[config.mk]
export PLATFORM = sky130hd
export DESIGN_NAME = button_debounce_long_press_repeat
export DESIGN_NICKNAME = d
export VERILOG_FILES = /design/src/rtl/bdlp_pkg.sv /design/src/rtl/bdlp_core.sv /design/src/rtl/button_debounce_long_press_repeat.sv
export SDC_FILE = /design/constraint.sdc
export NUM_CORES = 1
export LEC_CHECK = 0
export ABC_AREA = 1
export BUFFER_PORTS_ARGS = -buffer_cell sky130_fd_sc_hd__buf_2
export CORE_ASPECT_RATIO = 0.7
export CORE_MARGIN = 2
export CORE_UTILIZATION = 40
export DETAILED_ROUTE_END_ITERATION = 8
export PLACE_DENSITY = 0.54
export SYNTH_ARGS = -nofsm -noshare
export SYNTH_HDL_FRONTEND = slang
export SYNTH_SLANG_ARGS = --single-unit
export TNS_END_PERCENT = 20
[constraint.sdc]
create_clock -name aclk -period 4.5 [get_ports aclk]
set_input_delay 0.45 -clock aclk [delete_from_list [all_inputs] [get_ports aclk]]
set_output_delay 0.45 -clock aclk [all_outputs]
set_load 0.01 [all_outputs]
[src/rtl/bdlp_pkg.sv]
// bdlp_pkg: shared types and constants for the button debounce block
// holds the payload structs, configuration struct and register indexes
// no dependencies
package bdlp_pkg;

    // configuration port geometry
    localparam int CFG_INDEX_W = 3;
    localparam int CFG_DATA_W  = 16;

    // register indexes on the configuration port
    typedef enum logic [CFG_INDEX_W-1:0] {
        REG_DEBOUNCE_MS      = 3'd0,
        REG_LONG_PRESS_MS    = 3'd1,
        REG_REPEAT_MS        = 3'd2,
        REG_FAST_AFTER_COUNT = 3'd3,
        REG_FAST_REPEAT_MS   = 3'd4
    } cfg_reg_t;

    // register reset values
    localparam logic [15:0] DEBOUNCE_MS_RST      = 16'd50;
    localparam logic [15:0] LONG_PRESS_MS_RST    = 16'd1000;
    localparam logic [15:0] REPEAT_MS_RST        = 16'd250;
    localparam logic [7:0]  FAST_AFTER_COUNT_RST = 8'd10;
    localparam logic [15:0] FAST_REPEAT_MS_RST   = 16'd50;

    // input transaction
    typedef struct packed {
        logic [31:0] now_ms;
        logic        raw_level;
    } in_t;

    // result transaction
    typedef struct packed {
        logic level_now;
        logic press_pulse;
        logic release_pulse;
        logic long_pulse;
        logic repeat_pulse;
    } out_t;

    // configuration registers as seen by the event logic
    typedef struct packed {
        logic [15:0] debounce_ms;
        logic [15:0] long_press_ms;
        logic [15:0] repeat_ms;
        logic [7:0]  fast_after_count;
        logic [15:0] fast_repeat_ms;
    } cfg_t;

endpackage

[src/rtl/bdlp_core.sv]
// bdlp_core: debounce state and press / long-press / repeat event logic
// evaluates one sample per enabled cycle and updates the button state
// depends on bdlp_pkg
module bdlp_core
    import bdlp_pkg::*;
(
    input  logic aclk,
    input  logic aresetn,
    input  cfg_t cfg_i,
    input  logic step_i,
    input  in_t  item_i,
    output out_t res_o
);

    logic        trk_level_reg, trk_level_next;
    logic [31:0] change_time_reg, change_time_next;
    logic        held_flag_reg, held_flag_next;
    logic [31:0] press_start_reg, press_start_next;
    logic        long_flag_reg, long_flag_next;
    logic [31:0] next_repeat_reg, next_repeat_next;
    logic [7:0]  repeat_count_reg, repeat_count_next;

    logic [31:0] debounce_end;
    logic [31:0] long_end;
    logic [31:0] slow_due;
    logic [31:0] fast_due;
    logic        stable;
    logic        ev_edge;
    logic        ev_long;
    logic        ev_rep;

    // wrapping time sums, compared as plain unsigned values
    assign debounce_end = change_time_reg + {16'd0, cfg_i.debounce_ms};
    assign long_end     = press_start_reg + {16'd0, cfg_i.long_press_ms};
    assign slow_due     = item_i.now_ms + {16'd0, cfg_i.repeat_ms};
    assign fast_due     = item_i.now_ms + {16'd0, cfg_i.fast_repeat_ms};
    assign stable       = (trk_level_reg == item_i.raw_level) && (item_i.now_ms >= debounce_end);

    // next state and events for the current sample
    always_comb begin
        trk_level_next    = trk_level_reg;
        change_time_next  = change_time_reg;
        held_flag_next    = held_flag_reg;
        press_start_next  = press_start_reg;
        long_flag_next    = long_flag_reg;
        next_repeat_next  = next_repeat_reg;
        repeat_count_next = repeat_count_reg;
        ev_edge = 1'b0;
        ev_long = 1'b0;
        ev_rep  = 1'b0;
        if (stable) begin
            if (!trk_level_reg) begin
                // released: close out a hold
                if (held_flag_reg) begin
                    ev_edge           = !long_flag_reg;
                    held_flag_next    = 1'b0;
                    press_start_next  = 32'd0;
                    long_flag_next    = 1'b0;
                    next_repeat_next  = 32'd0;
                    repeat_count_next = 8'd0;
                end
            end else if (!held_flag_reg) begin
                // new stable press
                held_flag_next   = 1'b1;
                ev_edge          = 1'b1;
                press_start_next = item_i.now_ms;
            end else if (!long_flag_reg && (item_i.now_ms >= long_end)) begin
                long_flag_next   = 1'b1;
                ev_long          = 1'b1;
                next_repeat_next = slow_due;
            end else if (long_flag_reg && (item_i.now_ms >= next_repeat_reg)) begin
                ev_rep = 1'b1;
                if (repeat_count_reg < cfg_i.fast_after_count) begin
                    next_repeat_next  = slow_due;
                    repeat_count_next = repeat_count_reg + 8'd1;
                end else begin
                    next_repeat_next = fast_due;
                end
            end
        end else if (trk_level_reg != item_i.raw_level) begin
            // level change taken at once, starts the lockout
            trk_level_next   = item_i.raw_level;
            change_time_next = item_i.now_ms;
        end
    end

    // result fields
    always_comb begin
        res_o.level_now     = trk_level_next;
        res_o.press_pulse   = ev_edge && trk_level_next;
        res_o.release_pulse = ev_edge && !trk_level_next;
        res_o.long_pulse    = ev_long;
        res_o.repeat_pulse  = ev_rep;
    end

    // state registers
    always_ff @(posedge aclk) begin
        if (!aresetn) begin
            trk_level_reg    <= 1'b0;
            change_time_reg  <= 32'd0;
            held_flag_reg    <= 1'b0;
            press_start_reg  <= 32'd0;
            long_flag_reg    <= 1'b0;
            next_repeat_reg  <= 32'd0;
            repeat_count_reg <= 8'd0;
        end else if (step_i) begin
            trk_level_reg    <= trk_level_next;
            change_time_reg  <= change_time_next;
            held_flag_reg    <= held_flag_next;
            press_start_reg  <= press_start_next;
            long_flag_reg    <= long_flag_next;
            next_repeat_reg  <= next_repeat_next;
            repeat_count_reg <= repeat_count_next;
        end
    end

    // repeats only come during a long press
    a_repeat_needs_long: assert property (@(posedge aclk) disable iff (!aresetn)
        step_i && res_o.repeat_pulse |-> long_flag_reg && held_flag_reg)
        else $error("repeat pulse outside a long press");

    // a long pulse arms the repeat phase
    a_long_sets_flag: assert property (@(posedge aclk) disable iff (!aresetn)
        step_i && res_o.long_pulse |=> long_flag_reg && held_flag_reg)
        else $error("long pulse did not set the long flag");

    // a press opens a hold, a release closes it
    a_press_opens_hold: assert property (@(posedge aclk) disable iff (!aresetn)
        step_i && res_o.press_pulse |=> held_flag_reg && !long_flag_reg)
        else $error("press pulse did not open a hold");

    a_release_closes_hold: assert property (@(posedge aclk) disable iff (!aresetn)
        step_i && res_o.release_pulse |=> !held_flag_reg && repeat_count_reg == 8'd0)
        else $error("release pulse did not close the hold");

endmodule

[src/rtl/button_debounce_long_press_repeat.sv]
// button_debounce_long_press_repeat: top level of the button event block
// input stage, configuration registers and result register around bdlp_core
// depends on bdlp_pkg and bdlp_core
//
// Usage
//   s_valid/s_ready/s_data carry one sample per transaction: the current
//   millisecond time and the raw active-high button level. Each sample gives
//   exactly one result transaction on m_valid/m_ready/m_data: the tracked
//   level and the press, release, long-press and repeat pulses.
//   From input acceptance the sample sits in the input register, and the
//   result register loads it once that slot is free or being emptied. One
//   sample per cycle is taken while the receiver keeps m_ready high; the rate
//   is set by the single event-logic stage, which updates the button state
//   for each sample it passes on.
//   The input register takes a new sample while a result waits, so a stalled
//   receiver holds one result plus one sample; after that s_ready drops until
//   m_ready returns. Results are never dropped or repeated.
//   Configuration is a plain write port (cfg_wr_en, cfg_index, cfg_wdata), written
//   by the user while the block is idle; the block does not enforce it. Indexes
//   past the list are ignored. Synchronous active-low reset empties both stages,
//   clears the button state and loads the default timing values.
module button_debounce_long_press_repeat
    import bdlp_pkg::*;
(
    input  logic                   aclk,
    input  logic                   aresetn,
    input  logic                   s_valid,
    output logic                   s_ready,
    input  in_t                    s_data,
    output logic                   m_valid,
    input  logic                   m_ready,
    output out_t                   m_data,
    input  logic                   cfg_wr_en,
    input  logic [CFG_INDEX_W-1:0] cfg_index,
    input  logic [CFG_DATA_W-1:0]  cfg_wdata
);

    cfg_t cfg_reg;
    logic in_valid_reg;
    in_t  in_data_reg;
    logic out_valid_reg;
    out_t out_data_reg;
    out_t core_res;
    logic advance;

    // sample moves to the result register when that slot is free or its result is being taken
    assign advance = in_valid_reg && (!out_valid_reg || m_ready);
    assign s_ready = !in_valid_reg || advance;
    assign m_valid = out_valid_reg;
    assign m_data  = out_data_reg;

    // configuration registers
    always_ff @(posedge aclk) begin
        if (!aresetn) begin
            cfg_reg.debounce_ms      <= DEBOUNCE_MS_RST;
            cfg_reg.long_press_ms    <= LONG_PRESS_MS_RST;
            cfg_reg.repeat_ms        <= REPEAT_MS_RST;
            cfg_reg.fast_after_count <= FAST_AFTER_COUNT_RST;
            cfg_reg.fast_repeat_ms   <= FAST_REPEAT_MS_RST;
        end else if (cfg_wr_en) begin
            unique case (cfg_index)
                REG_DEBOUNCE_MS:      cfg_reg.debounce_ms      <= cfg_wdata;
                REG_LONG_PRESS_MS:    cfg_reg.long_press_ms    <= cfg_wdata;
                REG_REPEAT_MS:        cfg_reg.repeat_ms        <= cfg_wdata;
                REG_FAST_AFTER_COUNT: cfg_reg.fast_after_count <= cfg_wdata[7:0];
                REG_FAST_REPEAT_MS:   cfg_reg.fast_repeat_ms   <= cfg_wdata;
                default: ;
            endcase
        end
    end

    // input stage
    always_ff @(posedge aclk) begin
        if (!aresetn) begin
            in_valid_reg <= 1'b0;
        end else if (s_ready) begin
            in_valid_reg <= s_valid;
        end
    end

    always_ff @(posedge aclk) begin
        if (s_valid && s_ready) begin
            in_data_reg <= s_data;
        end
    end

    // event logic and button state
    bdlp_core u_core (
        .aclk    (aclk),
        .aresetn (aresetn),
        .cfg_i   (cfg_reg),
        .step_i  (advance),
        .item_i  (in_data_reg),
        .res_o   (core_res)
    );

    // result register
    always_ff @(posedge aclk) begin
        if (!aresetn) begin
            out_valid_reg <= 1'b0;
        end else if (advance) begin
            out_valid_reg <= 1'b1;
        end else if (m_ready) begin
            out_valid_reg <= 1'b0;
        end
    end

    always_ff @(posedge aclk) begin
        if (advance) begin
            out_data_reg <= core_res;
        end
    end

endmodule
; ---- Yosys cells after proc, flatten, opt, wreduce, memory -nomap -nowiden
; Cells that the tools add are included.
[word_totals]
regBits = 219
latch_bits = 0
ramBits = 0
mem_bits_ro = 0
inputBits = 57
output_inout_bits = 7
elab_cells = 103
n_memories = 0
[op_classes]
add_sub_neg = 5
mul = 0
div_mod_pow = 0
magnitude_cmp = 4
eq_ne = 12
shifts = 0
muxes = 29
n_bitwise = 3
reduce_logical = 29
[ops]
columns = cell, count
row1 = 32-bit 2-to-1 mux, 8
row2 = 32-bit by 16-bit adder with 32-bit output, 4
row3 = 32-bit >= comparator, 3
row4 = 8-bit 2-to-1 mux, 6
row5 = 1-bit 2-to-1 mux, 15
row6 = 2-bit AND reduction, 6
row7 = 4-bit AND reduction, 3
row8 = "2-bit != test, second input constant", 5
row9 = "8-bit by 1-bit adder with 8-bit output, second input constant", 1
row10 = 8-bit less-than comparator, 1
row11 = 1-bit logical AND, 7
row12 = "3-bit by 2-bit == test with 1-bit output, second input constant", 2
row13 = 3-bit AND reduction, 2
row14 = 6-bit AND reduction, 1
row15 = 1-bit zero test, 4
row16 = 2-bit nonzero test, 2
row17 = 4-bit OR reduction, 1
row18 = "3-bit by 1-bit == test with 1-bit output, second input constant", 1
row19 = "3-bit == test, second input constant", 1
row20 = 3-bit zero test, 1
row21 = "3-bit != test, second input constant", 1
row22 = 1-bit NOT, 3
row23 = 1-bit logical OR, 2
row24 = 1-bit == test, 1
row25 = 1-bit != test, 1

; ---- Depth between registers and ports, before layout
[depth]
word_depth = 6
ltp_mapped = 28
depth_no_buf = 27

; ---- Hierarchy
; A second synthesis with hierarchy kept.
[hier_totals]
hier_cells = 2558
hier_area_um2 = 16779.8
[by_module_without_submodules]
columns = mod, instances, cells_per_inst, area_per_inst_um2, seq_area_each_um2
row1 = bdlp_core, 1, 2105, 12660.9, 2142.1
row2 = button_debounce_long_press_repeat, 1, 453, 4119.0, 2622.5

; ---- Worst setup path after synthesis
; OpenSTA, ideal clock, no wires.
[synth_path]
kind = register to register
start = register cfg_reg[56] in the netlist's numbering
end = register u_core.next_repeat_reg[29]
setup_time_ps = 114
t_arrival_ps = 3515
required_time_ps = 4386
path_slack_ps = 871
stages_incl_launch_ff = 26
n_path_buf = 1
period_less_slack_ps = 3629
cell_sequence = dfxtp_1 > ha_1 > inv_1 > fa_1 > o21ai_2 > a21oi_1 > o21ai_2 > nand3_1 > nand2_1 > nand2_1 > nor3_1 > xor2_1 > inv_1 > ha_1 > nand2_1 > nor2_1 > nand2_1 > nor2_1 > nand4_1 > nand3_1 > nand2_2 > nor2_4 > nand3_4 > buf_4 > a21oi_1 > nor2_1
[synth_between]
elab_chain_len = 4
[synth_rtl]
columns = item, line
row1 = start: declaration, button_debounce_long_press_repeat.sv:38  ; cfg_t cfg_reg;
row2 = 32-bit by 16-bit adder with 32-bit output, bdlp_core.sv:33  ; assign debounce_end = change_time_reg + {16'd0, cfg_i.debounce_ms};
row3 = 32-bit >= comparator, bdlp_core.sv:37  ; assign stable = (trk_level_reg == item_i.raw_level) && (item_i.now_ms >= debounce_end);
row4 = 1-bit logical AND, bdlp_core.sv:37
row5 = 4-bit AND reduction (no source line), -
row6 = end signal: assignment, bdlp_core.sv:112  ; next_repeat_reg <= next_repeat_next;
row7 = end: declaration, bdlp_core.sv:20  ; logic [31:0] next_repeat_reg, next_repeat_next;
; No other way between the ends.
; A chain may end at the register's enable or synchronous reset.

; ---- Final worst setup path
[layout_path]
start = register u_core.change_time_reg[0]
end = register u_core.next_repeat_reg[18]
[layout_between]
elab_chain_len = 4
[layout_rtl]
columns = item, line
row1 = start: declaration, bdlp_core.sv:16  ; logic [31:0] change_time_reg, change_time_next;
row2 = start signal: assignment, bdlp_core.sv:108  ; change_time_reg <= change_time_next;
row3 = 32-bit by 16-bit adder with 32-bit output, bdlp_core.sv:33
row4 = 32-bit >= comparator, bdlp_core.sv:37
row5 = 1-bit logical AND, bdlp_core.sv:37
row6 = 4-bit AND reduction (no source line), -
; No other way between the ends.

==> impl_metrics.tcl <==
set metrics [dict create \
    rows 61 \
    grt_use_met2_pct 38.12 \
    nets 2759 \
    cp.arrival_ns 4.65 \
    cts_buffers 26 \
    fin_crit_sh_pct 93.20 \
    synth_top_cell_area_share_pct 22.25 \
    use_met3_pct 6.410 \
    drt-pass1-iter-count 7 \
    final_common_cell "nand2_1" \
    critPathLaunch "u_core.change_time_reg[0]" \
    hp-start "s_data[23]" \
    cts_sinks 219 \
    grt_pass1_vias 15386 \
    async_reset_ff_share_pct 0 \
    relSlewSlack_pct 7.975 \
    end_kind "flop" \
    clkTransAtPathRegs_ns 0.07 \
    fin_area_um2 18440 \
    yosysWarnings 0 \
    cts_tree "done" \
    n_antenna_cell 0 \
    start_kind "flop" \
    largest_reg_flops 72 \
    die_h_um 172.8 \
    core_um2 39920 \
    die-area_um2 42380 \
    fmax_mhz 238.4 \
    place_area_um2 17430 \
    hold_buffers 0 \
    outcome "finished, final reports clean" \
    ctsRootBufferMaster "clkbuf_16" \
    drtIter0Drc 1481 \
    drc 0 \
    layout_common_cells "643 x nand2_1, 347 x nor2_1, 254 x inv_1" \
    yosys-top-cells-area "dfxtp_1 22%, nand2_1 15%, ha_1 13%" \
    dp_slack_ns 0.08731 \
    ant_nets 0 \
    worst_slack_ns 0.3060 \
    synth_top_area_cell "dfxtp_1" \
    use_met1_pct 41.22 \
    cp_data_required_time_ns 4.96 \
    synth-edff-count 38 \
    wire_per_inst_um 18.65 \
    total_power_w 0.005402 \
    max_slew.worst_pin.slew_ns 1.380 \
    initial_utilization_pct 40.80 \
    synthFlopType "dfxtp_1" \
    powerDensity_nw_per_um2 293.0 \
    ys_ff_latch 219 \
    drv_slew 0 \
    antenna_found_initial 0 \
    fin_skew_ns 0.01979 \
    grt-ovfl-total 0 \
    ys_types 49 \
    seq_area_frac_synth_pct 29.25 \
    layout-drive-gt1-share_pct 8.160 \
    insertion_delay_ns 0.58 \
    worstHoldPathType "input port to flop" \
    clockBufferDepth 3 \
    grtUsageTotal_pct 26.93 \
    hold_viol 0 \
    hpwl_mm 44.64 \
    die_w_um 245.2 \
    port_buffers 63 \
    grt.busiest_layer "met1" \
    pin_count 64 \
    netlist_area_um2 16290 \
    cp_max_fo 4 \
    leakagePower_nw 8.809 \
    syn_to_final_growth_pct 13.19 \
    htree_num_levels 1 \
    post-route-util_pct 46.19 \
    via_per_inst 5.319 \
    syn_nets 2683 \
    fin_crit_ns 4.194 \
    peakVddDrop_uv 270.2 \
    cap_viol_max_count 0 \
    syn_avg_cell_area_um2 6.640 \
    grt_pass1_wl_mm 88.89 \
    setup_viol 0 \
    r2r_start "u_core.change_time_reg[0]" \
    grt_max_degree 110 \
    crit_type "flop to flop" \
    routed_wl_mm 57.52 \
    synth_cells 2453 \
    vias 16403 \
    gp_congestion 0.9630 \
]
worst max-delay path, cell delays in order, from the launching register on:
cell and delay [ns]:
dfxtp_1 0.33, ha_1 0.16, inv_1 0.06, fa_1 0.41, o21ai_2 0.19, a21oi_1 0.13, o21ai_2 0.19, nand3_1 0.15
nand2_1 0.12, nand2_1 0.10, nor3_1 0.20, xor2_1 0.16, inv_1 0.06, ha_1 0.27, nand2_1 0.05, nor2_1 0.12
nand2_1 0.12, nor2_4 0.16, nand4_1 0.09, nand3_1 0.11, nand2_2 0.12, inv_1 0.12, nand2_1 0.14, nor2_4 0.20
buf_4 0.15, nand2_1 0.05, nand2_1 0.05, nor2_1 0.04
per-layer routing:
metal,wire length [um],vias to the layer above,share of wire [%]
li1,-,8195,-
met3,5183,65,9.0
met5,0,-,0
met1,28730,7608,50
met2,22600,535,39
met4,1004,0,1.7
final cells by class:
class | count | area (um2)
fillers | 4122 | 21480
clock inverters | 16 | 205.2
repair buffers | 119 | 800.8
well taps | 535 | 669.4
inverters | 261 | 979.7
clock buffers | 32 | 745.7
flip-flops and latches | 219 | 4766
multi-input cells | 1902 | 10270
power breakdown:
group / switching [W] / leakage [nW] / total, W / internal [W]
Sequential: 0.000113 / 1.84 / 0.00217 / 0.00206
Clock: 0.000968 / 0.463 / 0.00234 / 0.00137
Combinational: 0.000590 / 6.51 / 0.000889 / 0.000299
Yosys cell counts, types with 5 or more instances:
cell type	instances
nand2_1	644
buf_2	14
o21ai_0	147
o21a_1	8
nand4_1	64
inv_1	254
buf_6	5
dfxtp_1	181
nor3_1	30
a21oi_1	194
xnor2_1	29
nand2_2	7
nand3_1	136
xor2_1	63
nor2_1	356
clkbuf_1	46
edfxtp_1	38
ha_1	169
and3_1	5
kinds of logic after synthesis:
group / after synthesis / share of synthesized area (%)
AOI/OAI and AO/OA: 372 / 11.86
buffers and inverters: 332 / 8.081
xor gates and xnor gates: 92 / 4.947
DFF: 219 / 29.25
and+or+nand+nor: 1265 / 32.39
adders and majority gates: 173 / 13.47
per-stage QoR:
step | cells | TNS, ns | hold WS, ns
after CTS | 3084 | 0 | 0.02526
after global placement | 3036 | 0 | 0.4472
final | 3084 | 0 | 0.04940
after floorplan | 2453 | 0 | 0.4246
after detailed placement | 3036 | 0 | 0.4527
after global routing | 3084 | -0.01115 | 0.02843
worst paths after layout:
check / cells past startpoint / end / slack [ns]
worst max-delay path: 27 / u_core.next_repeat_reg[18] / 0.31
worst min-delay path: 1 / in_data_reg[23] / 0.05
worst max register to register: 27 / u_core.next_repeat_reg[18] / 0.31
worst min register to register: 2 / cfg_reg[21] / 0.46
timing repair:
action | in CTS | in global routing
endpoints found under the setup margin | 0 | 73
resized for setup | 0 | 17
buffers inserted | 0 | 0
No activity file was read; power rests on OpenSTA's default activity.
